==> config.mk <==
export PLATFORM = sky130hd
export DESIGN_NAME = bounded_id_set_table
export DESIGN_NICKNAME = d
export VERILOG_FILES = /design/src/rtl/bidset_pkg.sv /design/src/rtl/bounded_id_set_table.sv /design/src/rtl/bidset_dp.sv /design/src/rtl/bidset_ctrl.sv
export SDC_FILE = /design/constraint.sdc
export NUM_CORES = 1
export LEC_CHECK = 0
export BUFFER_PORTS_ARGS = -buffer_cell sky130_fd_sc_hd__buf_4
export CORE_MARGIN = 2
export CORE_UTILIZATION = 63
export CTS_CLUSTER_SIZE = 40
export DETAILED_ROUTE_END_ITERATION = 7
export PLACE_DENSITY_LB_ADDON = 0.05
export SLEW_MARGIN = 25
export SYNTH_ARGS = -nofsm -noshare
export SYNTH_HDL_FRONTEND = slang
export SYNTH_HIERARCHICAL = 1
export SYNTH_SLANG_ARGS = --single-unit
==> constraint.sdc <==
create_clock -name clk -period 7.6 [get_ports clk]
set_input_delay 2.28 -clock clk [delete_from_list [all_inputs] [get_ports clk]]
set_output_delay 2.28 -clock clk [all_outputs]
set_load 0.02 [all_outputs]
==> src/rtl/bidset_pkg.sv <==
// Shared types and constants for the bounded identifier set table.
// No dependencies; used by bidset_ctrl, bidset_dp and bounded_id_set_table.
package bidset_pkg;

  localparam int CMD_W   = 2;
  localparam int ID_W    = 32;
  localparam int COUNT_W = 6;

  // Reserved identifiers, refused by add and remove
  localparam logic [ID_W-1:0] ID_RSVD_ZERO = '0;
  localparam logic [ID_W-1:0] ID_RSVD_ONES = '1;

  // Command codes; the fourth code is refused
  typedef enum logic [CMD_W-1:0] {
    CMD_LOOKUP = 2'd0,
    CMD_ADD    = 2'd1,
    CMD_REMOVE = 2'd2
  } cmd_t;

  typedef enum logic [2:0] {
    ST_IDLE,
    ST_SCAN,
    ST_EXEC,
    ST_SHIFT,
    ST_DONE
  } state_t;

  // Controller to datapath commands
  typedef struct packed {
    logic load;        // capture request, restart walk
    logic scan;        // advance search walk
    logic shift_init;  // point walk just above the matching slot
    logic shift;       // advance walk, move each entry down one slot
    logic shift_end;   // drop count, clear the freed slot
    logic append;      // write identifier at the top, bump count
    logic set_ok;      // capture the accepted flag
    logic ok_val;
  } dp_ctrl_t;

  // Datapath to controller status
  typedef struct packed {
    logic [CMD_W-1:0] cmd;
    logic             reserved;
    logic             found;
    logic             full;
    logic             hit;
    logic             walk_end;
  } dp_stat_t;

endpackage

==> src/rtl/bounded_id_set_table.sv <==
// Top level of the bounded identifier set table: controller plus datapath.
// Depends on bidset_pkg, bidset_ctrl and bidset_dp.
//
//  Channel  | Handshake          | Payload
//  ---------+--------------------+-------------------------------------------------
//  request  | start / busy       | in_command, in_node_id
//  result   | out_valid (strobe) | out_accepted, out_was_present, out_entry_count
//
// The search stops at the slot that hits, or walks every stored entry when it
// misses. A remove that hits slot s then compacts the entries above s before the
// result. The block is idle in the cycle after the result and takes the next
// start at the end of that cycle. The single read port of the entry memory means
// that search and compaction visit one entry per cycle.
// Reset (rst_n low, synchronous) empties the table through the entry count.
// The result is shown for exactly one cycle; the receiver cannot stall it.
module bounded_id_set_table #(
  parameter int MAX_ENTRIES = 32
) (
  input  logic                            clk,
  input  logic                            rst_n,
  input  logic                            start,
  output logic                            busy,
  input  logic [bidset_pkg::CMD_W-1:0]    in_command,
  input  logic [bidset_pkg::ID_W-1:0]     in_node_id,
  output logic                            out_valid,
  output logic                            out_accepted,
  output logic                            out_was_present,
  output logic [bidset_pkg::COUNT_W-1:0]  out_entry_count
);

  bidset_pkg::dp_ctrl_t ctrl;
  bidset_pkg::dp_stat_t stat;

  // Sequence each request
  bidset_ctrl u_ctrl (
    .clk       (clk),
    .rst_n     (rst_n),
    .start     (start),
    .stat      (stat),
    .ctrl      (ctrl),
    .busy      (busy),
    .out_valid (out_valid)
  );

  // Hold entries and results
  bidset_dp #(
    .MAX_ENTRIES (MAX_ENTRIES)
  ) u_dp (
    .clk             (clk),
    .rst_n           (rst_n),
    .in_command      (in_command),
    .in_node_id      (in_node_id),
    .ctrl            (ctrl),
    .stat            (stat),
    .out_accepted    (out_accepted),
    .out_was_present (out_was_present),
    .out_entry_count (out_entry_count)
  );

endmodule

==> src/rtl/bidset_dp.sv <==
// Datapath: request registers, entry memory, walk pointer, count and result flags.
// Depends on bidset_pkg; driven by bidset_ctrl through dp_ctrl_t.
module bidset_dp #(
  parameter int MAX_ENTRIES = 32
) (
  input  logic                            clk,
  input  logic                            rst_n,
  input  logic [bidset_pkg::CMD_W-1:0]    in_command,
  input  logic [bidset_pkg::ID_W-1:0]     in_node_id,
  input  bidset_pkg::dp_ctrl_t            ctrl,
  output bidset_pkg::dp_stat_t            stat,
  output logic                            out_accepted,
  output logic                            out_was_present,
  output logic [bidset_pkg::COUNT_W-1:0]  out_entry_count
);

  localparam int CW = $clog2(MAX_ENTRIES + 1);
  localparam int AW = (MAX_ENTRIES > 1) ? $clog2(MAX_ENTRIES) : 1;

  logic [bidset_pkg::ID_W-1:0]  mem [MAX_ENTRIES];

  logic [bidset_pkg::CMD_W-1:0] cmd_r;
  logic [bidset_pkg::ID_W-1:0]  id_r;
  logic [CW-1:0]                count_r, count_nxt;
  logic [CW-1:0]                ptr_r, ptr_nxt;
  logic [CW-1:0]                rd_idx_r;
  logic                         rd_vld_r, rd_vld_nxt;
  logic [bidset_pkg::ID_W-1:0]  rd_data_r;
  logic                         found_r, found_nxt;
  logic [CW-1:0]                slot_r;
  logic                         ok_r;

  logic                         rd_go;
  logic                         hit;
  logic                         wr_en;
  logic [AW-1:0]                wr_addr;
  logic [bidset_pkg::ID_W-1:0]  wr_data;
  logic [CW-1:0]                down_idx;
  logic [CW-1:0]                last_idx;

  // Walk status
  assign rd_go    = (ctrl.scan || ctrl.shift) && (ptr_r < count_r);
  assign hit      = rd_vld_r && (rd_data_r == id_r);
  assign down_idx = rd_idx_r - CW'(1);
  assign last_idx = count_r - CW'(1);

  assign stat.cmd      = cmd_r;
  assign stat.reserved = (id_r == bidset_pkg::ID_RSVD_ZERO) ||
                         (id_r == bidset_pkg::ID_RSVD_ONES);
  assign stat.found    = found_r;
  assign stat.full     = (count_r == CW'(MAX_ENTRIES));
  assign stat.hit      = hit;
  assign stat.walk_end = (ptr_r >= count_r) && !rd_vld_r;

  // Select the single memory write
  always_comb begin
    wr_en   = 1'b0;
    wr_addr = count_r[AW-1:0];
    wr_data = id_r;
    if (ctrl.append) begin
      wr_en = 1'b1;
    end else if (ctrl.shift && rd_vld_r) begin
      wr_en   = 1'b1;
      wr_addr = down_idx[AW-1:0];
      wr_data = rd_data_r;
    end else if (ctrl.shift_end) begin
      wr_en   = 1'b1;
      wr_addr = last_idx[AW-1:0];
      wr_data = '0;
    end
  end

  // Entry memory: one write port, one registered read port
  always_ff @(posedge clk) begin
    if (wr_en) begin
      mem[wr_addr] <= wr_data;
    end
  end

  always_ff @(posedge clk) begin
    if (rd_go) begin
      rd_data_r <= mem[ptr_r[AW-1:0]];
      rd_idx_r  <= ptr_r;
    end
  end

  // Next walk and control values
  always_comb begin
    ptr_nxt    = ptr_r;
    rd_vld_nxt = rd_vld_r;
    found_nxt  = found_r;
    count_nxt  = count_r;
    if (ctrl.load) begin
      ptr_nxt    = '0;
      rd_vld_nxt = 1'b0;
      found_nxt  = 1'b0;
    end else if (ctrl.shift_init) begin
      ptr_nxt    = slot_r + CW'(1);
      rd_vld_nxt = 1'b0;
    end else if (ctrl.scan || ctrl.shift) begin
      rd_vld_nxt = rd_go;
      if (rd_go) begin
        ptr_nxt = ptr_r + CW'(1);
      end
      if (ctrl.scan && hit) begin
        found_nxt = 1'b1;
      end
    end
    if (ctrl.append) begin
      count_nxt = count_r + CW'(1);
    end else if (ctrl.shift_end) begin
      count_nxt = last_idx;
    end
  end

  always_ff @(posedge clk) begin
    if (!rst_n) begin
      count_r  <= '0;
      ptr_r    <= '0;
      rd_vld_r <= 1'b0;
      found_r  <= 1'b0;
    end else begin
      count_r  <= count_nxt;
      ptr_r    <= ptr_nxt;
      rd_vld_r <= rd_vld_nxt;
      found_r  <= found_nxt;
    end
  end

  // Request payload and result flags
  always_ff @(posedge clk) begin
    if (ctrl.load) begin
      cmd_r <= in_command;
      id_r  <= in_node_id;
    end
    if (ctrl.scan && hit) begin
      slot_r <= rd_idx_r;
    end
    if (ctrl.set_ok) begin
      ok_r <= ctrl.ok_val;
    end
  end

  assign out_accepted    = ok_r;
  assign out_was_present = found_r;
  assign out_entry_count = bidset_pkg::COUNT_W'(count_r);

  // Count never passes the table size
  a_count_bound: assert property (@(posedge clk) disable iff (!rst_n)
    count_r <= CW'(MAX_ENTRIES))
    else $error("entry count above table size");

  // Append only with room left
  a_append_room: assert property (@(posedge clk) disable iff (!rst_n)
    ctrl.append |-> !stat.full)
    else $error("append into full table");

  // Count changes only through append or remove
  a_count_hold: assert property (@(posedge clk) disable iff (!rst_n)
    $past(rst_n) && !$past(ctrl.append) && !$past(ctrl.shift_end) |-> $stable(count_r))
    else $error("entry count changed without add or remove");

endmodule

==> src/rtl/bidset_ctrl.sv <==
// Controller: sequences search, add, remove-with-compaction and result strobe.
// Depends on bidset_pkg; commands bidset_dp through dp_ctrl_t.
module bidset_ctrl (
  input  logic                 clk,
  input  logic                 rst_n,
  input  logic                 start,
  input  bidset_pkg::dp_stat_t stat,
  output bidset_pkg::dp_ctrl_t ctrl,
  output logic                 busy,
  output logic                 out_valid
);

  bidset_pkg::state_t state_r, state_nxt;

  // Hold state
  always_ff @(posedge clk) begin
    if (!rst_n) begin
      state_r <= bidset_pkg::ST_IDLE;
    end else begin
      state_r <= state_nxt;
    end
  end

  // Next state and datapath commands
  always_comb begin
    state_nxt = state_r;
    ctrl      = '0;
    out_valid = 1'b0;
    case (state_r)
      bidset_pkg::ST_IDLE: begin
        if (start) begin
          ctrl.load = 1'b1;
          state_nxt = bidset_pkg::ST_SCAN;
        end
      end
      bidset_pkg::ST_SCAN: begin
        ctrl.scan = 1'b1;
        if (stat.hit || stat.walk_end) begin
          state_nxt = bidset_pkg::ST_EXEC;
        end
      end
      bidset_pkg::ST_EXEC: begin
        ctrl.set_ok = 1'b1;
        state_nxt   = bidset_pkg::ST_DONE;
        case (stat.cmd)
          bidset_pkg::CMD_LOOKUP: begin
            ctrl.ok_val = 1'b1;
          end
          bidset_pkg::CMD_ADD: begin
            if (!stat.reserved) begin
              if (stat.found) begin
                ctrl.ok_val = 1'b1;
              end else if (!stat.full) begin
                ctrl.ok_val = 1'b1;
                ctrl.append = 1'b1;
              end
            end
          end
          bidset_pkg::CMD_REMOVE: begin
            if (!stat.reserved) begin
              ctrl.ok_val = 1'b1;
              if (stat.found) begin
                ctrl.shift_init = 1'b1;
                state_nxt       = bidset_pkg::ST_SHIFT;
              end
            end
          end
          default: begin
            ctrl.ok_val = 1'b0;
          end
        endcase
      end
      bidset_pkg::ST_SHIFT: begin
        if (stat.walk_end) begin
          ctrl.shift_end = 1'b1;
          state_nxt      = bidset_pkg::ST_DONE;
        end else begin
          ctrl.shift = 1'b1;
        end
      end
      bidset_pkg::ST_DONE: begin
        out_valid = 1'b1;
        state_nxt = bidset_pkg::ST_IDLE;
      end
      default: begin
        state_nxt = bidset_pkg::ST_IDLE;
      end
    endcase
  end

  assign busy = (state_r != bidset_pkg::ST_IDLE);

  // Result strobe lasts one cycle
  a_strobe_pulse: assert property (@(posedge clk) disable iff (!rst_n)
    out_valid |=> !out_valid)
    else $error("result strobe held over two cycles");

  // Accepted request makes the block busy
  a_start_busy: assert property (@(posedge clk) disable iff (!rst_n)
    start && !busy |=> busy)
    else $error("request accepted but block not busy");

endmodule
# --- Yosys cells after proc, flatten, opt, wreduce, memory -nomap -nowiden ---
# Memory sizes are Yosys's and may differ from the RTL's. A register that Yosys moved wholly into a read port is not among the register bits.
# Cells that the tools add are included.
totals:
  ff_bits: 64
  inputBits: 37
  wordCells: 96
  ramBits: 1024
  mem_count: 1
  output_inout_bits: 10
mem_list:
  columns: ["name", "depth", "word_bits", "read_ports", "rd_clocked_by_memory_dff", "wr", "line_no", "rtl"]
  rows:
  - ["u_dp.mem", 32, 32, 1, 1, 1, "bidset_dp.sv:20", "logic [bidset_pkg::ID_W-1:0] mem [MAX_ENTRIES];"]
classes:
  n_reduce_logical: 21
  eq_ne: 12
  n_lt_le_gt_ge: 2
  add_sub_neg: 5
  bitwise_logic: 2
  n_mux: 43
ops:
  columns: ["cell", "n"]
  rows:
  - ["$mux 32", 3]
  - ["$eq 32x32->1", 1]
  - ["$eq 32x32->1 const B", 1]
  - ["$logic_not 32->1", 1]
  - ["$mux 6", 5]
  - ["$mux 1", 22]
  - ["$mux 3", 7]
  - ["$add 6x1->6 const B", 3]
  - ["$mux 5", 3]
  - ["$pmux 3 s4", 1]
  - ["$eq 3x2->1 const B", 2]
  - ["$eq 6x6->1 const B", 1]
  - ["$ge 6x6->1", 1]
  - ["$lt 6x6->1", 1]
  - ["$reduce_and 3->1", 2]
  - ["$reduce_bool 2->1", 3]
  - ["$sub 6x1->6 const B", 1]
  - ["$logic_and 1x1->1", 5]
  - ["$sub 5x1->5 const B", 1]
  - ["$ne 2x1->1 const B", 2]
  - ["$eq 3x1->1 const B", 1]
  - ["$eq 3x3->1 const B", 1]
  - ["$logic_not 3->1", 1]
  - ["$logic_or 1x1->1", 3]
  - ["other kinds (12)", 13]

# --- Longest topological paths before layout ---
logic_depth:
  ltp_word: 9
  depth_mapped: 17
  depth_no_buf: 13

# --- Cells and area by module ---
# Netlist, hierarchy kept.
modules_own_cells:
  columns: ["mod", "seq_area_each_um2", "cells_per_inst", "instances", "area_per_inst_um2"]
  rows:
  - ["bidset_dp", 33402.0, 2138, 1, 43893.3]
  - ["bidset_ctrl", 60.1, 37, 1, 270.3]

# --- Worst setup path before layout ---
# No wires, ideal clock.
synth_timing:
  path_kind: "reg-to-reg"
  from: "register u_dp.count_r[3] (netlist: u_dp/out_entry_count[3])"
  to: "memory u_dp/mem[19][0] in the netlist's numbering, enable pin"
  period_less_slack_ns: 5.876
  stages_incl_launch_ff: 14
  setup_ns: 0.461
  arrival_ns: 5.415
  setup_slack_ns: 1.724
  required_ns: 7.139
  n_path_buf: 1
  path_cell_list: "dfxtp_1 -> inv_1 -> ha_1 -> a21oi_1 -> o21ai_0 -> nor2_1 -> nor2_1 -> and4b_1 -> buf_4 -> or4b_1 -> a21o_1 -> a221oi_2 -> nand2_2 -> nor3_1"
synth_rtl:
  columns: ["item", "line_no", "rtl"]
  rows:
  - ["from (decl)", "bidset_dp.sv:24", "logic [CW-1:0] count_r, count_nxt;"]
  - ["from (signal assigned)", "bidset_dp.sv:123", "count_r <= count_nxt;"]
  - ["to (decl)", "bidset_dp.sv:20", null]

==> results_dict.tcl <==
set metrics [dict create \
    crit_top_cell "nor2_1" \
    min_path_type "reg2reg" \
    cts.path.max_buffers 3 \
    antenna_found_initial 6 \
    tightest_slew_ns 1.06 \
    place_congestion 0.877 \
    power_density_nw_per_um2 258 \
    multi_input_area_um2 10300 \
    seqCellArea_um2 33500 \
    outcome "complete, no violations" \
    grt_pass1_wl_um 150000 \
    synth_xor_area_share_pct 0.952 \
    nFillCells 4304 \
    r2r-start "u_dp/out_entry_count[3]" \
    ys_ff_latch 1120 \
    skew_ns 0.0258 \
    startpoint_type "flip-flop" \
    cts_buffers 109 \
    final_layout_size_suffix_gt1_share_pct 26.1 \
    hold_start "u_dp/rd_idx_r[5]" \
    synth_top_family_by_area "multiplexers" \
    fin_tns_setup_ns 0 \
    synth-edff-count 1103 \
    viasPerCell 6.75 \
    maxSlewHeadroom_pct 29.4 \
    dr_total_vias 22406 \
    synthCells 2175 \
    die_area_um2 72200 \
    cts_tree "done" \
    worst-path-max-fanout 22 \
    post_cts_buffers 0 \
    mostFrequentLayoutCells "edfxtp_1 (1103), mux4_2 (192), mux2i_1 (162)" \
    cts_sinks 1120 \
    first_pass_iters 6 \
    synth_top_flop_cell "edfxtp_1" \
    ff2ff_path_depth 13 \
    grt-ovfl-total 0 \
    drc 0 \
    path_delay_family "simple AND/OR/NAND/NOR gates" \
    cp_num_buf_inv 2 \
    synthArstFlopShare_pct 0 \
    arrival_ns 6.05 \
    setup_violations 0 \
    dpl-instance-area_um2 46100 \
    insertion_delay_ns 0.68 \
    synth_nets 2223 \
    ys_seq_area_share_pct 75.8 \
    grt_pass1_vias 21849 \
    cpPeakStageDelay_ns 0.80 \
    r2r_end "u_dp/mem[28][19]" \
    fin_crit_sh_pct 75.0 \
    p_leak_nw 15.2 \
    ctsHoldBuffers 0 \
    drtIter0Drc 2943 \
    fmax_mhz 175 \
    design_area_um2 49900 \
    synth_adder_area_share_pct 0.312 \
    chipWidth_um 269 \
    path_clk_slew_ns 0.06 \
    routed_wl_um 105000 \
    period_minus_slack_ns 5.70 \
    slew_violations 0 \
    final_common_cell "edfxtp_1" \
    die_h_um 269 \
    synth_simple_gate_area_share_pct 2.44 \
    cap_violations 0 \
    hold_viol 0 \
    start_util_pct 63.4 \
    peakVddDrop_mv 0.207 \
    r2r_setup_slack_ns 1.90 \
    htreeDepth 3 \
    synth.avg_cell_area_um2 20.3 \
    cts_resized 0 \
    cp-end-kind "flip-flop" \
    root_buffer "clkbuf_16" \
    synth_cell_types 62 \
    wire_per_inst_um 31.5 \
    nets 2335 \
    min_delay_worst_endpoint "u_dp/slot_r[5]" \
    row_count 97 \
    dp_hpwl_um 62400 \
    rsz0062_at_grt "false" \
    core_um2 69700 \
    synthMuxAreaShare_pct 15.1 \
    grt_usage_pct 29.5 \
    antenna_left 0 \
    synth-compound-area-share_pct 3.94 \
    cp_data_required_time_ns 7.94 \
    port_buffers 46 \
    min_path_cells 0 \
    ios 47 \
    ys_warn_count 6 \
    worstSetupPathType "reg2reg" \
    path_cells "inv_1 > ha_1 > a21oi_1 > o21ai_0 > nor2_1 > nor2_1 > nor4bb_1 > nand2_1 > o221a_2 > a2111o_1 > o21bai_1 > nor2_4 > buf_4" \
    grt_max_degree 134 \
    syn_to_final_growth_pct 12.9 \
    syn-cell-area_um2 44200 \
    critical_path.slowest_cell "nor4bb_1" \
]
-- cell type report --
class	instances	area share, %
flip-flops and latches	1120	67.1
multi-input cells	915	20.7
clock buffers	122	5.61
well taps	940	2.36
repair buffers	126	2.11
clock inverters	80	2.00
inverters	15	0.113
diodes	2	0.0100
-- through the flow --
step	hold WS, ns	instances	worst slack (ns)	utilization, %	power, mW
6_report	0.432	3320	1.90	71.6	12.9
5_1_grt	0.437	3318	1.59	71.6	13.2
3_5_place_dp	0.411	3115	1.79	66.1	7.36
2_1_floorplan	0.400	2175	1.72	-	7.19
3_3_place_gp	0.401	3113	1.88	66.0	7.35
4_1_cts	0.432	3317	1.76	71.6	12.9
-- power by group --
group | total, mW | internal, mW | switching, mW | leakage (nW)
Clock | 5.65 | 3.37 | 2.28 | 1.85
Sequential | 6.89 | 6.86 | 0.0291 | 10.1
Combinational | 0.347 | 0.0928 | 0.255 | 3.25
-- cells in the mapped netlist (7+ instances only) --
cell type  count  share of area (%)
nand2_1       16               0.14
a21oi_1       47               0.53
and2_1         7              0.099
clkbuf_1      61               0.52
mux2_2        66                1.7
edfxtp_1    1103                 75
a22o_1        33               0.65
inv_1         12               0.10
dfxtp_1       17               0.77
buf_4          8               0.14
xor2_1        21               0.42
o21ai_0       38               0.43
nand3_1        7              0.079
nor2b_1        8               0.11
nor4_1        20               0.28
nand4_1       16               0.23
a221oi_1      64                1.3
mux4_2       192                9.8
nor3_2         8               0.18
nor3_1        19               0.22
nor2_1        59               0.50
nand2b_1      10               0.14
a22oi_1       32               0.54
xnor2_1       27               0.54
ha_1          11               0.31
mux2i_1      162                3.7
buf_2         49               0.56
-- worst register-to-register path: cells and delay by family, from the launching register on --
kind,cells,cell delay (ns)
and+or+nand+nor,5,2.23
adders and majority gates,1,0.34
buffers and inverters,2,0.54
DFF,1,0.52
AOI/OAI and AO/OA,5,1.72
-- registers in the layout, summed over array words and instances, names as in the netlist --
name / count
u_ctrl/state_r: 3
u_dp/cmd_r: 2
u_dp/id_r: 32
u_dp/mem: 1024
u_dp/out_accepted: 1
u_dp/out_entry_count: 6
u_dp/out_was_present: 1
u_dp/ptr_r: 6
u_dp/rd_data_r: 32
u_dp/rd_idx_r: 6
u_dp/rd_vld_r: 1
u_dp/slot_r: 6
-- cell families (layout without fill, tap and decap cells) --
family | count (synthesis) | after routing
compound gates | 241 | 241
xor+xnor | 48 | 48
fa+ha+maj | 11 | 11
buf+inv | 140 | 343
flops | 1120 | 1120
mux | 420 | 420
other cells | 0 | 2
simple gates | 195 | 195
-- worst max-delay path by stage --
stage	start	to	slack, ns	cells past startpoint
5_1_grt	u_dp/ptr_r[2]	u_dp/mem[5][15]	1.59	12
6_report	u_dp/out_entry_count[3]	u_dp/mem[28][19]	1.90	13
3_3_place_gp	u_dp/ptr_r[2]	u_dp/mem[4][16]	1.88	12
2_1_floorplan	u_dp/out_entry_count[3]	u_dp/mem[19][0]	1.72	13
3_5_place_dp	u_dp/ptr_r[2]	u_dp/mem[4][16]	1.79	12
4_1_cts	u_dp/ptr_r[2]	u_dp/mem[4][13]	1.76	12
-- per-layer routing --
layer | up-vias | global-route usage (%) | wire length, um
met3 | 170 | 5.15 | 10500
li1 | 9300 | - | -
met4 | 0 | 7.27 | 2460
met5 | - | 0 | 0
met1 | 11736 | 46.9 | 44700
met2 | 1200 | 43.4 | 47000
Note: power is estimated with default switching activity, not from simulation.
